<file path="src/rtl/core/ryuv_pkg.sv">
// Shared types, constants and coefficient table for the RGB to YUV 4:2:0 converter.
// Used by every module under rtl/core; depends on nothing else.
`default_nettype none

package ryuv_pkg;

  // Configuration register layout.
  localparam int CFG_W     = 13;
  localparam int CFG_IDX_W = 1;

  typedef enum logic [CFG_IDX_W-1:0] {
    REG_FRAME_WIDTH  = 1'b0,
    REG_FRAME_HEIGHT = 1'b1
  } cfg_reg_t;

  localparam logic [CFG_W-1:0] FRAME_WIDTH_RESET  = 13'd1920;
  localparam logic [CFG_W-1:0] FRAME_HEIGHT_RESET = 13'd1080;
  localparam logic [CFG_W-1:0] FRAME_DIM_MIN      = 13'd2;

  // Defaults for the top-level parameters.
  localparam int MAX_WIDTH_DEFAULT   = 4096;
  localparam int MAX_HEIGHT_DEFAULT  = 4096;
  localparam int QUEUE_DEPTH_DEFAULT = 2;

  localparam int PIX_W    = 8;
  localparam int PLANE_W  = 2;
  localparam int COEF_W   = 9;
  localparam int OFFS_W   = 11;

  typedef enum logic [PLANE_W-1:0] {
    PLANE_Y = 2'd0,
    PLANE_U = 2'd1,
    PLANE_V = 2'd2
  } plane_t;

  // One pixel as it travels from the front end to the back end.
  typedef struct packed {
    logic [PIX_W-1:0] red;
    logic [PIX_W-1:0] green;
    logic [PIX_W-1:0] blue;
    logic             chroma;      // pixel also yields U and V
    logic             frame_last;  // last pixel of the frame
  } pix_item_t;

  typedef struct packed {
    logic signed [COEF_W-1:0] c_r;
    logic signed [COEF_W-1:0] c_g;
    logic signed [COEF_W-1:0] c_b;
    logic signed [OFFS_W-1:0] offs;
  } coef_t;

  // BT.601 studio-range matrix, one row per plane.
  function automatic coef_t plane_coef(plane_t p);
    coef_t c;
    unique case (p)
      PLANE_Y: c = '{c_r: 9'sd66,  c_g: 9'sd129, c_b: 9'sd25,  offs: 11'sd16};
      PLANE_U: c = '{c_r: -9'sd38, c_g: -9'sd74, c_b: 9'sd112, offs: 11'sd128};
      PLANE_V: c = '{c_r: 9'sd112, c_g: -9'sd94, c_b: -9'sd18, offs: 11'sd128};
      default: c = '{c_r: 9'sd0,   c_g: 9'sd0,   c_b: 9'sd0,   offs: 11'sd0};
    endcase
    return c;
  endfunction

endpackage

`default_nettype wire

</file>
<file path="src/rtl/core/rgb_to_yuv420_convert.sv">
// Throughput: one result per cycle while a pixel waits and the output register is
// empty or popped; a pixel at an even row and column yields three results, every
// other pixel one. The single shared result datapath in the back end sets that rate.
// Reset (rst, synchronous, active high) empties the pixel queue and the output
// register, zeroes the counters and sets the frame size to 1920 by 1080.
`default_nettype none

module rgb_to_yuv420_convert #(
  parameter int MAX_WIDTH   = ryuv_pkg::MAX_WIDTH_DEFAULT,
  parameter int MAX_HEIGHT  = ryuv_pkg::MAX_HEIGHT_DEFAULT,
  parameter int QUEUE_DEPTH = ryuv_pkg::QUEUE_DEPTH_DEFAULT
) (
  input  logic                           clk,
  input  logic                           rst,
  // Configuration write port: register 0 is the frame width, 1 the height.
  input  logic                           cfg_write,
  input  logic [ryuv_pkg::CFG_IDX_W-1:0] cfg_index,
  input  logic [ryuv_pkg::CFG_W-1:0]     cfg_data,
  // Pixel input, a queue write side.
  input  logic                           push,
  output logic                           full,
  input  logic [ryuv_pkg::PIX_W-1:0]     red,
  input  logic [ryuv_pkg::PIX_W-1:0]     green,
  input  logic [ryuv_pkg::PIX_W-1:0]     blue,
  // Result output, a queue read side.
  output logic                           empty,
  input  logic                           pop,
  output logic [ryuv_pkg::PLANE_W-1:0]   plane,
  output logic [ryuv_pkg::PIX_W-1:0]     sample,
  output logic                           last_of_pixel,
  output logic                           frame_end
);
  import ryuv_pkg::*;

  // The front end tags each pixel with its chroma and frame-end flags as it
  // is accepted, so the position counters run at the input rate. The queue
  // lets the front keep taking pixels while the back end is busy emitting
  // the three results of a chroma pixel or is held by a full output stage.
  logic      q_write;
  pix_item_t q_item;
  logic      q_full;
  logic      q_head_valid;
  pix_item_t q_head;
  logic      q_pop;

  assign full = q_full;

  ryuv_front #(
    .MAX_WIDTH  (MAX_WIDTH),
    .MAX_HEIGHT (MAX_HEIGHT)
  ) u_front (
    .clk       (clk),
    .rst       (rst),
    .cfg_write (cfg_write),
    .cfg_index (cfg_index),
    .cfg_data  (cfg_data),
    .push      (push),
    .red       (red),
    .green     (green),
    .blue      (blue),
    .q_full    (q_full),
    .q_write   (q_write),
    .q_item    (q_item)
  );

  ryuv_queue #(
    .DEPTH (QUEUE_DEPTH)
  ) u_queue (
    .clk        (clk),
    .rst        (rst),
    .wr         (q_write),
    .wr_item    (q_item),
    .rd         (q_pop),
    .full       (q_full),
    .head_valid (q_head_valid),
    .head       (q_head)
  );

  // The back end holds a pixel at the queue head until its last result has
  // gone into the output register; that register is reloaded in the same
  // cycle it is popped, so results stream without bubbles.
  ryuv_back u_back (
    .clk           (clk),
    .rst           (rst),
    .head_valid    (q_head_valid),
    .head          (q_head),
    .head_pop      (q_pop),
    .pop           (pop),
    .empty         (empty),
    .plane         (plane),
    .sample        (sample),
    .last_of_pixel (last_of_pixel),
    .frame_end     (frame_end)
  );

endmodule

`default_nettype wire

</file>
<file path="src/rtl/core/ryuv_front.sv">
// Front end: configuration registers, column/row tracking and pixel classification.
// Depends on ryuv_pkg.
`default_nettype none

module ryuv_front #(
  parameter int MAX_WIDTH  = ryuv_pkg::MAX_WIDTH_DEFAULT,
  parameter int MAX_HEIGHT = ryuv_pkg::MAX_HEIGHT_DEFAULT
) (
  input  logic                                clk,
  input  logic                                rst,
  input  logic                                cfg_write,
  input  logic [ryuv_pkg::CFG_IDX_W-1:0]      cfg_index,
  input  logic [ryuv_pkg::CFG_W-1:0]          cfg_data,
  input  logic                                push,
  input  logic [ryuv_pkg::PIX_W-1:0]          red,
  input  logic [ryuv_pkg::PIX_W-1:0]          green,
  input  logic [ryuv_pkg::PIX_W-1:0]          blue,
  input  logic                                q_full,
  output logic                                q_write,
  output ryuv_pkg::pix_item_t                 q_item
);
  import ryuv_pkg::*;

  localparam int COL_W = (MAX_WIDTH > 2) ? $clog2(MAX_WIDTH) : 1;
  localparam int ROW_W = (MAX_HEIGHT > 2) ? $clog2(MAX_HEIGHT) : 1;
  localparam int WD_W  = (COL_W + 1 > CFG_W) ? COL_W + 1 : CFG_W;
  localparam int HD_W  = (ROW_W + 1 > CFG_W) ? ROW_W + 1 : CFG_W;
  localparam logic [WD_W-1:0] WIDTH_LIMIT  = WD_W'(MAX_WIDTH);
  localparam logic [HD_W-1:0] HEIGHT_LIMIT = HD_W'(MAX_HEIGHT);

  logic [CFG_W-1:0] frame_width;
  logic [CFG_W-1:0] frame_height;
  logic [COL_W-1:0] column_count;
  logic [ROW_W-1:0] row_count;

  logic [WD_W-1:0]  width_eff;
  logic [HD_W-1:0]  height_eff;
  logic             accept;
  logic             row_end;
  logic             frame_last;

  // Effective frame size: at least two, at most the built-in limit.
  always_comb begin
    if (frame_width < FRAME_DIM_MIN) begin
      width_eff = WD_W'(FRAME_DIM_MIN);
    end else if (WD_W'(frame_width) > WIDTH_LIMIT) begin
      width_eff = WIDTH_LIMIT;
    end else begin
      width_eff = WD_W'(frame_width);
    end
    if (frame_height < FRAME_DIM_MIN) begin
      height_eff = HD_W'(FRAME_DIM_MIN);
    end else if (HD_W'(frame_height) > HEIGHT_LIMIT) begin
      height_eff = HEIGHT_LIMIT;
    end else begin
      height_eff = HD_W'(frame_height);
    end
  end

  // A counter at or past the last position wraps, which also covers a size
  // that shrank in the middle of a frame.
  assign accept     = push && !q_full;
  assign row_end    = (WD_W'(column_count) + WD_W'(1)) >= width_eff;
  assign frame_last = row_end && ((HD_W'(row_count) + HD_W'(1)) >= height_eff);

  assign q_write             = accept;
  assign q_item.red          = red;
  assign q_item.green        = green;
  assign q_item.blue         = blue;
  assign q_item.chroma       = !row_count[0] && !column_count[0];
  assign q_item.frame_last   = frame_last;

  always_ff @(posedge clk) begin
    if (rst) begin
      frame_width  <= FRAME_WIDTH_RESET;
      frame_height <= FRAME_HEIGHT_RESET;
    end else if (cfg_write) begin
      unique case (cfg_reg_t'(cfg_index))
        REG_FRAME_WIDTH:  frame_width  <= cfg_data;
        REG_FRAME_HEIGHT: frame_height <= cfg_data;
        default: ;
      endcase
    end
  end

  always_ff @(posedge clk) begin
    if (rst) begin
      column_count <= '0;
      row_count    <= '0;
    end else if (accept) begin
      if (row_end) begin
        column_count <= '0;
        if (frame_last) begin
          row_count <= '0;
        end else begin
          row_count <= ROW_W'(row_count + 1'b1);
        end
      end else begin
        column_count <= COL_W'(column_count + 1'b1);
      end
    end
  end

  a_col_step: assert property (@(posedge clk) disable iff (rst)
    accept && !row_end |=> column_count == COL_W'($past(column_count) + 1'b1))
    else $error("column counter did not advance");
  a_frame_wrap: assert property (@(posedge clk) disable iff (rst)
    accept && frame_last |=> column_count == '0 && row_count == '0)
    else $error("counters did not wrap at frame end");
  a_last_on_row_end: assert property (@(posedge clk) disable iff (rst)
    q_item.frame_last |-> row_end)
    else $error("frame end flagged away from a row end");

endmodule

`default_nettype wire

</file>
<file path="src/rtl/core/ryuv_queue.sv">
// Short first-in first-out queue of classified pixels between front and back end.
// Depends on ryuv_pkg.
`default_nettype none

module ryuv_queue #(
  parameter int DEPTH = ryuv_pkg::QUEUE_DEPTH_DEFAULT
) (
  input  logic                 clk,
  input  logic                 rst,
  input  logic                 wr,
  input  ryuv_pkg::pix_item_t  wr_item,
  input  logic                 rd,
  output logic                 full,
  output logic                 head_valid,
  output ryuv_pkg::pix_item_t  head
);
  import ryuv_pkg::*;

  localparam int PTR_W = (DEPTH > 1) ? $clog2(DEPTH) : 1;
  localparam int CNT_W = $clog2(DEPTH + 1);

  pix_item_t        slots [DEPTH];
  logic [PTR_W-1:0] wr_ptr;
  logic [PTR_W-1:0] rd_ptr;
  logic [CNT_W-1:0] count;

  assign full       = count == CNT_W'(DEPTH);
  assign head_valid = count != '0;
  assign head       = slots[rd_ptr];

  always_ff @(posedge clk) begin
    if (wr) begin
      slots[wr_ptr] <= wr_item;
    end
  end

  always_ff @(posedge clk) begin
    if (rst) begin
      wr_ptr <= '0;
      rd_ptr <= '0;
      count  <= '0;
    end else begin
      if (wr) begin
        wr_ptr <= (wr_ptr == PTR_W'(DEPTH - 1)) ? '0 : PTR_W'(wr_ptr + 1'b1);
      end
      if (rd) begin
        rd_ptr <= (rd_ptr == PTR_W'(DEPTH - 1)) ? '0 : PTR_W'(rd_ptr + 1'b1);
      end
      if (wr && !rd) begin
        count <= CNT_W'(count + 1'b1);
      end else if (rd && !wr) begin
        count <= CNT_W'(count - 1'b1);
      end
    end
  end

  a_no_overflow: assert property (@(posedge clk) disable iff (rst)
    count <= CNT_W'(DEPTH))
    else $error("queue holds more items than its depth");
  a_no_underflow: assert property (@(posedge clk) disable iff (rst)
    rd |-> head_valid)
    else $error("queue read while empty");
  a_no_write_full: assert property (@(posedge clk) disable iff (rst)
    wr |-> !full || rd)
    else $error("queue written while full");

endmodule

`default_nettype wire

</file>
<file path="src/rtl/core/ryuv_back.sv">
// Back end: expands each pixel into one luma and optionally two chroma results, one
// per cycle into a registered output stage that is empty or popped. Depends on ryuv_pkg.
`default_nettype none

module ryuv_back (
  input  logic                         clk,
  input  logic                         rst,
  input  logic                         head_valid,
  input  ryuv_pkg::pix_item_t          head,
  output logic                         head_pop,
  input  logic                         pop,
  output logic                         empty,
  output logic [ryuv_pkg::PLANE_W-1:0] plane,
  output logic [ryuv_pkg::PIX_W-1:0]   sample,
  output logic                         last_of_pixel,
  output logic                         frame_end
);
  import ryuv_pkg::*;

  localparam int PROD_W = 2 * COEF_W;
  localparam int ACC_W  = PROD_W + 1;

  typedef enum logic [1:0] {PH_Y, PH_U, PH_V} phase_t;

  phase_t                   phase;
  phase_t                   phase_next;
  logic                     out_valid;
  logic                     step;
  logic                     last_res;
  plane_t                   cur_plane;
  coef_t                    coef;
  logic signed [PROD_W-1:0] p_r;
  logic signed [PROD_W-1:0] p_g;
  logic signed [PROD_W-1:0] p_b;
  logic signed [ACC_W-1:0]  acc;
  logic signed [ACC_W-1:0]  acc_sh;
  logic signed [OFFS_W-1:0] biased;
  logic [PIX_W-1:0]         clamped;

  always_comb begin
    unique case (phase)
      PH_Y:    cur_plane = PLANE_Y;
      PH_U:    cur_plane = PLANE_U;
      PH_V:    cur_plane = PLANE_V;
      default: cur_plane = PLANE_Y;
    endcase
  end

  // Three small constant products, a rounding sum and a floor shift by 256.
  always_comb begin
    coef   = plane_coef(cur_plane);
    p_r    = coef.c_r * $signed({1'b0, head.red});
    p_g    = coef.c_g * $signed({1'b0, head.green});
    p_b    = coef.c_b * $signed({1'b0, head.blue});
    acc    = ACC_W'(p_r) + ACC_W'(p_g) + ACC_W'(p_b) + ACC_W'(128);
    acc_sh = acc >>> 8;
    biased = OFFS_W'(acc_sh) + coef.offs;
    if (biased < 0) begin
      clamped = '0;
    end else if (biased > OFFS_W'(255)) begin
      clamped = '1;
    end else begin
      clamped = PIX_W'(biased);
    end
  end

  assign step     = head_valid && (!out_valid || pop);
  assign last_res = (phase == PH_V) || (phase == PH_Y && !head.chroma);
  assign head_pop = step && last_res;
  assign empty    = !out_valid;

  always_comb begin
    unique case (phase)
      PH_Y:    phase_next = head.chroma ? PH_U : PH_Y;
      PH_U:    phase_next = PH_V;
      PH_V:    phase_next = PH_Y;
      default: phase_next = PH_Y;
    endcase
  end

  always_ff @(posedge clk) begin
    if (rst) begin
      phase     <= PH_Y;
      out_valid <= 1'b0;
    end else begin
      if (step) begin
        phase         <= phase_next;
        out_valid     <= 1'b1;
        plane         <= cur_plane;
        sample        <= clamped;
        last_of_pixel <= last_res;
        frame_end     <= last_res && head.frame_last;
      end else if (pop) begin
        out_valid <= 1'b0;
      end
    end
  end

  a_head_held: assert property (@(posedge clk) disable iff (rst)
    phase != PH_Y |-> head_valid)
    else $error("pixel left the queue before its chroma results");
  a_u_then_v: assert property (@(posedge clk) disable iff (rst)
    step && phase == PH_U |=> phase == PH_V)
    else $error("U result not followed by V result");
  a_frame_end_last: assert property (@(posedge clk) disable iff (rst)
    out_valid && frame_end |-> last_of_pixel)
    else $error("frame end on a result that is not a pixel's last");

endmodule

`default_nettype wire
</file>
<file path="config.mk">
export PLATFORM = sky130hd
export DESIGN_NAME = rgb_to_yuv420_convert
export DESIGN_NICKNAME = d
export VERILOG_FILES = /design/src/rtl/core/ryuv_pkg.sv /design/src/rtl/core/rgb_to_yuv420_convert.sv /design/src/rtl/core/ryuv_front.sv /design/src/rtl/core/ryuv_queue.sv /design/src/rtl/core/ryuv_back.sv
export SDC_FILE = /design/constraint.sdc
export NUM_CORES = 1
export LEC_CHECK = 0
export ABC_CLOCK_PERIOD_IN_PS = 8320
export BUFFER_PORTS_ARGS = -buffer_cell sky130_fd_sc_hd__buf_2
export CORE_ASPECT_RATIO = 0.9
export CORE_MARGIN = 10
export CORE_UTILIZATION = 23
export CTS_CLUSTER_SIZE = 25
export DETAILED_ROUTE_END_ITERATION = 8
export PLACE_DENSITY_LB_ADDON = 0.3
export SYNTH_ARGS = -nofsm -noshare
export SYNTH_HDL_FRONTEND = slang
export SYNTH_HIERARCHICAL = 1
export SYNTH_SLANG_ARGS = --single-unit
</file>
<file path="constraint.sdc">
create_clock -name clk -period 8.32 [get_ports clk]
set_clock_uncertainty 0.2 [all_clocks]
set_input_delay 0.416 -clock clk [delete_from_list [all_inputs] [get_ports clk]]
set_output_delay 0.416 -clock clk [all_outputs]
set_load 0.01 [all_outputs]
</file>
Yosys cells after proc, flatten, opt, wreduce, memory -nomap -nowiden
Memory sizes are Yosys's and may differ from the RTL's. A register that Yosys moved wholly into a read port is not among the register bits.
Cells that the tools add are included.
W data, S select, Z words.
- $add $sub $neg: 12
- bitwise operators: 2
- order comparisons: 8
- muxes and demuxes: 21
- $mul: 3
- reduce and logical (&&, ||, !) cells: 27
- equal/unequal tests: 5
- operators with widths (kind ; number):
    $pmux W38 S3 ; 1
    $mul A9 B9 Y18 ; 3
    $mux W13 ; 4
    $add A12 B1 Y13 const B ; 2
    $ge A13 B13 Y1 ; 2
    $gt A13 B13 Y1 const B ; 2
    $lt A13 B2 Y1 const B ; 2
    $add A12 B1 Y12 const B ; 2
    $mux W12 ; 2
    $add A18 B18 Y19 ; 1
    $add A19 B18 Y19 ; 1
    $add A19 B9 Y19 const B ; 1
    $add A11 B11 Y11 ; 1
    $gt A11 B9 Y1 const B ; 1
    $lt A11 B1 Y1 const B ; 1
    $logic_and A1 B1 Y1 ; 9
    $mux W1 ; 9
    $mux W8 ; 1
    $pmux W2 S2 ; 2
    $reduce_and A2 Y1 ; 4
    $logic_not A1 Y1 ; 7
    $eq A2 B2 Y1 const B ; 3
    $reduce_bool A2 Y1 ; 3
    $eq A2 B1 Y1 const B ; 2
    7 further kinds ; 12
- memories kept: 1
- register bits: 69
- output and inout port bits: 14
- RAM bits: 52
- word-level logic and storage cells: 92
- input bits: 43
- memories (memory ; words ; bits a word ; rd ports ; clocked after memory_dff ; write ports ; RTL line ; source):
    u_queue.slots ; 2 ; 26 ; 1 ; 1 ; 1 ; ryuv_queue.sv:22 ; pix_item_t slots [DEPTH];

Depth between registers and ports, before layout
- depth after elaboration: 11
- depth in mapped cells: 38
- gate-level depth less buffers: 36

Modules after synthesis
Netlist, hierarchy kept.
- by module, submodules not included (module ; times used ; seq. area each (um^2) ; cells an instance ; area an instance (um^2)):
    ryuv_back ; 1 ; 420.4 ; 919 ; 8623.3
    ryuv_front ; 1 ; 1001.0 ; 396 ; 3143.0
    ryuv_queue ; 1 ; 1661.6 ; 103 ; 2092.0

Least setup slack after synthesis
Ideal clock, no wire load.
- path kind: reg2reg
- start point: register with a tool-made name
- end point: register u_back/sample[4] in the netlist's numbering (data pin)
- arrival time: 8.659 ns
- required time: 7.854 ns
- library setup time: 0.266 ns
- stages on the path, launching flop included: 35
- path slack: -0.805 ns
- path buffers: 2
- period minus slack after synthesis: 9.125 ns
- cells stage by stage: dfxtp_1 -> buf_2 -> buf_6 -> mux2_2 -> nand2_1 -> inv_1 -> fa_1 -> inv_1 -> fa_1 -> fa_1 -> fa_1 -> inv_1 -> fa_1 -> fa_1 -> inv_1 -> fa_1 -> inv_1 -> ha_1 -> a21o_1 -> a31o_2 -> a22oi_2 -> nor2b_1 -> nor2b_1 -> nor2_1 -> xnor2_1 -> ha_1 -> ha_1 -> and2_1 -> nor4bb_1 -> o21ai_0 -> and2_4 -> a2111oi_1 -> o211ai_1 -> xnor2_2 -> nor2_1
- RTL lines (element ; RTL line ; source):
    end signal, assigned ; ryuv_back.sv:90 ; sample <= clamped;
    end, declared ; ryuv_back.sv:14 ; output logic [ryuv_pkg::PIX_W-1:0] sample,

==> results.sh <==
export IMPL_path_buf_inv=7
export IMPL_io_buffer_count=56
export IMPL_dr_total_vias=9644
export IMPL_via_per_inst=4.005
export IMPL_path_clk_slew_ns=0.07
export IMPL_critPathSlowestCell="fa_2"
export IMPL_synth_edff_count=64
export IMPL_synth_sequential_area_ratio_pct=22.25
export IMPL_clk_latency_ns=0.44
export IMPL_cp_arrival_ns=8.51
export IMPL_remaining_drc_errors=0
export IMPL_path_delay_family="adder cells"
export IMPL_dr_pass1_iters=4
export IMPL_worst_r2r_path_depth=34
export IMPL_grt_pass1_wl_um=57060
export IMPL_rows=85
export IMPL_grt_max_degree=33
export IMPL_antenna_found_initial=4
export IMPL_core_um2=59770
export IMPL_max_stage_delay_ns=0.66
export IMPL_numCtsBuffers=17
export IMPL_crit_fanout=8
export IMPL_yosys_area_top_type_share_pct=28.17
export IMPL_finish_instance_area_um2=17240
export IMPL_hpwl_um=29080
export IMPL_ys_seq_elements=122
export IMPL_area_delta_synth_final_pct=24.41
export IMPL_timing_rr_end="u_back/sample[0]"
export IMPL_die_area_um2=70490
export IMPL_n_fill_cell=6334
export IMPL_crit_required_ns=8.32
export IMPL_clockRootBuffer="clkbuf_16"
export IMPL_first_global_vias=10730
export IMPL_worstSetupEndpointType="register"
export IMPL_hp_class="in -> reg"
export IMPL_grtUsageTotal_pct=10.24
export IMPL_wl_um=34300
export IMPL_synthTopCellsByArea="fa_1 (28%), edfxtp_1 (14%), ha_1 (13%)"
export IMPL_ys_warn_count=6
export IMPL_drv_cap=0
export IMPL_drt_iter0_drc=361
export IMPL_final_hold_viol_count=0
export IMPL_worst_pin_slew_ns=0.7919
export IMPL_htree_levels=4
export IMPL_layout_common_cells="inv_1 (318), fa_1 (187), nand2_1 (139), ha_1 (136), buf_4 (135)"
export IMPL_tritoncts="built"
export IMPL_layout_commonest_cell="inv_1"
export IMPL_worst_setup_path_start_kind="register"
export IMPL_status="complete, but fails checks"
export IMPL_r2r_slack_ns=-0.19
export IMPL_ys_flop_type="edfxtp_1"
export IMPL_fin_nets=1997
export IMPL_hold_start="cfg_data[6]"
export IMPL_holdPathStages=3
export IMPL_globalRoute_totalOverflow=0
export IMPL_cts_path_max_buffers=2
export IMPL_violations="setup timing"
export IMPL_yosysUniqueCellTypes=65
export IMPL_postRouteAntennaNets=0
export IMPL_synthCells=1418
export IMPL_critPathKind="reg -> reg"
export IMPL_syn_avg_cell_area_um2=9.773
export IMPL_clock_sinks=122
export IMPL_min_period_over_period_pct=102.3
export IMPL_path_common_cell="fa_1"
export IMPL_syn_cell_area_um2=13860
export IMPL_initial_core_util_pct=23.19
export IMPL_period_needed_ns=8.514
export IMPL_drive_above_1_share_pct=21.43
export IMPL_io_pins=57
export IMPL_setup_viol=8
export IMPL_synth_net_count=1804
export IMPL_setup_slack_ns=-0.1938
export IMPL_hold_path_end="u_front/frame_width[6]"
export IMPL_fp_dieW_um=278.7
export IMPL_rsz0062_at_grt="yes"
export IMPL_gp_congestion=0.8279
export IMPL_wire_per_inst_um=14.25
export IMPL_post_route_util_pct=28.85
export IMPL_relSlewSlack_pct=47.10
export IMPL_die_h_um=252.9
export IMPL_clock_fmax_ghz=0.1175
export IMPL_timing_hold_ws_ns=0.03099
export IMPL_async_flop_share_pct=0
export IMPL_yosysTopAreaCell="fa_1"
export IMPL_dpl_instance_area_um2=15990
export IMPL_slew_violations=0
-- per-stage QoR --
step | TNS (ns) | setup slack [ns] | cells
3_5_place_dp | -3.181 | -0.4114 | 2330
3_3_place_gp | -2.395 | -0.3040 | 2330
6_report | -1.534 | -0.1938 | 2408
5_1_grt | -4.480 | -0.5660 | 2407
2_1_floorplan | -0.3543 | -0.04633 | 1418
4_1_cts | -1.798 | -0.2270 | 2402
-- layer usage --
layer / track usage [%] / vias to the layer above / wire length [µm]
met1: 13.48 / 4702 / 16480
met4: 2.219 / 8 / 459
met3: 2.107 / 32 / 1332
li1: - / 4784 / -
met5: 0 / - / 42
met2: 17.04 / 118 / 15990
-- flip-flops by register name (all words and copies together) (netlist names), named ones only --
register,cells
u_back/sample,8
u_queue/wr_ptr,1
u_queue/count,2
u_back/plane,2
u_back/out_valid,1
u_back/last_of_pixel,1
u_front/frame_height,13
u_front/frame_width,13
u_front/column_count,12
u_back/frame_end,1
u_back/phase,2
u_queue/rd_ptr,1
u_queue/slots,52
u_front/row_count,12
-- worst min-delay path: cells and delay by family --
kind	cells	cell delay (ns)
and+or+nand+nor	1	0.05
AOI/OAI and AO/OA	1	0.05
buffers and inverters	1	0.11
-- cells by family after synthesis --
kind of cell,synth area share [%]
adder cells (fa/ha/maj),41.53
multiplexers,2.185
AO/OA/AOI/OAI,6.284
flip-flops,22.25
AND/OR/NAND/NOR,12.52
buffers and inverters,11.45
XOR/XNOR,3.783
-- how the worst max path moves through the flow --
| stage | cells past startpoint | slack, ns | endpoint | from |
|---|---|---|---|---|
| after detailed placement | 29 | -0.41 | u_back/sample[5] | u_back/phase[0] |
| after global routing | 34 | -0.57 | u_back/sample[0] | register |
| after floorplan | 34 | -0.05 | u_back/sample[0] | register |
| after CTS | 34 | -0.23 | u_back/sample[3] | register |
| final | 34 | -0.19 | u_back/sample[0] | register |
| after global placement | 30 | -0.30 | u_back/sample[3] | u_back/phase[0] |
-- cells in the mapped netlist (4+ instances only) --
master / count
nand2b_1: 15
o21ai_1: 6
a21oi_2: 4
edfxtp_1: 64
nor4_1: 5
fa_1: 195
nand4_1: 8
a21o_1: 9
buf_2: 5
a22o_1: 11
mux2_2: 26
nor2_1: 34
and2_1: 43
dfxtp_1: 58
buf_4: 25
xnor2_1: 33
inv_1: 333
xor2_1: 25
a21oi_1: 53
and3_1: 17
ha_1: 148
clkbuf_1: 21
nor2b_1: 36
a2111oi_0: 4
nand2_1: 148
o21ai_0: 9
a211oi_1: 4
nand3_1: 25
o211ai_1: 4
-- timing repair --
action | in CTS | in global routing
buffers inserted | 13 | 5
endpoints found under the hold margin | 50 | 0
gates cloned | 2 | 0
setup endpoints to repair | 8 | 8
resized for setup | 42 | 13
pin swaps | 31 | 13
hold buffers | 26 | 0
-- final cells by class --
cell class / count / area (µm²) / share of cell area [%]
clock inverter: 13 / 118.9 / 0.6894
sequential: 122 / 3092 / 17.93
timing repair buffer: 228 / 1767 / 10.25
antenna: 1 / 2.502 / 0.01451
tap: 783 / 979.7 / 5.682
inverter: 336 / 1266 / 7.344
clock buffer: 19 / 432.9 / 2.511
multi-input combinational: 906 / 9583 / 55.58
Power is not shown: default switching activity piles up to over one toggle a cycle in this logic, so the estimate is an artifact.
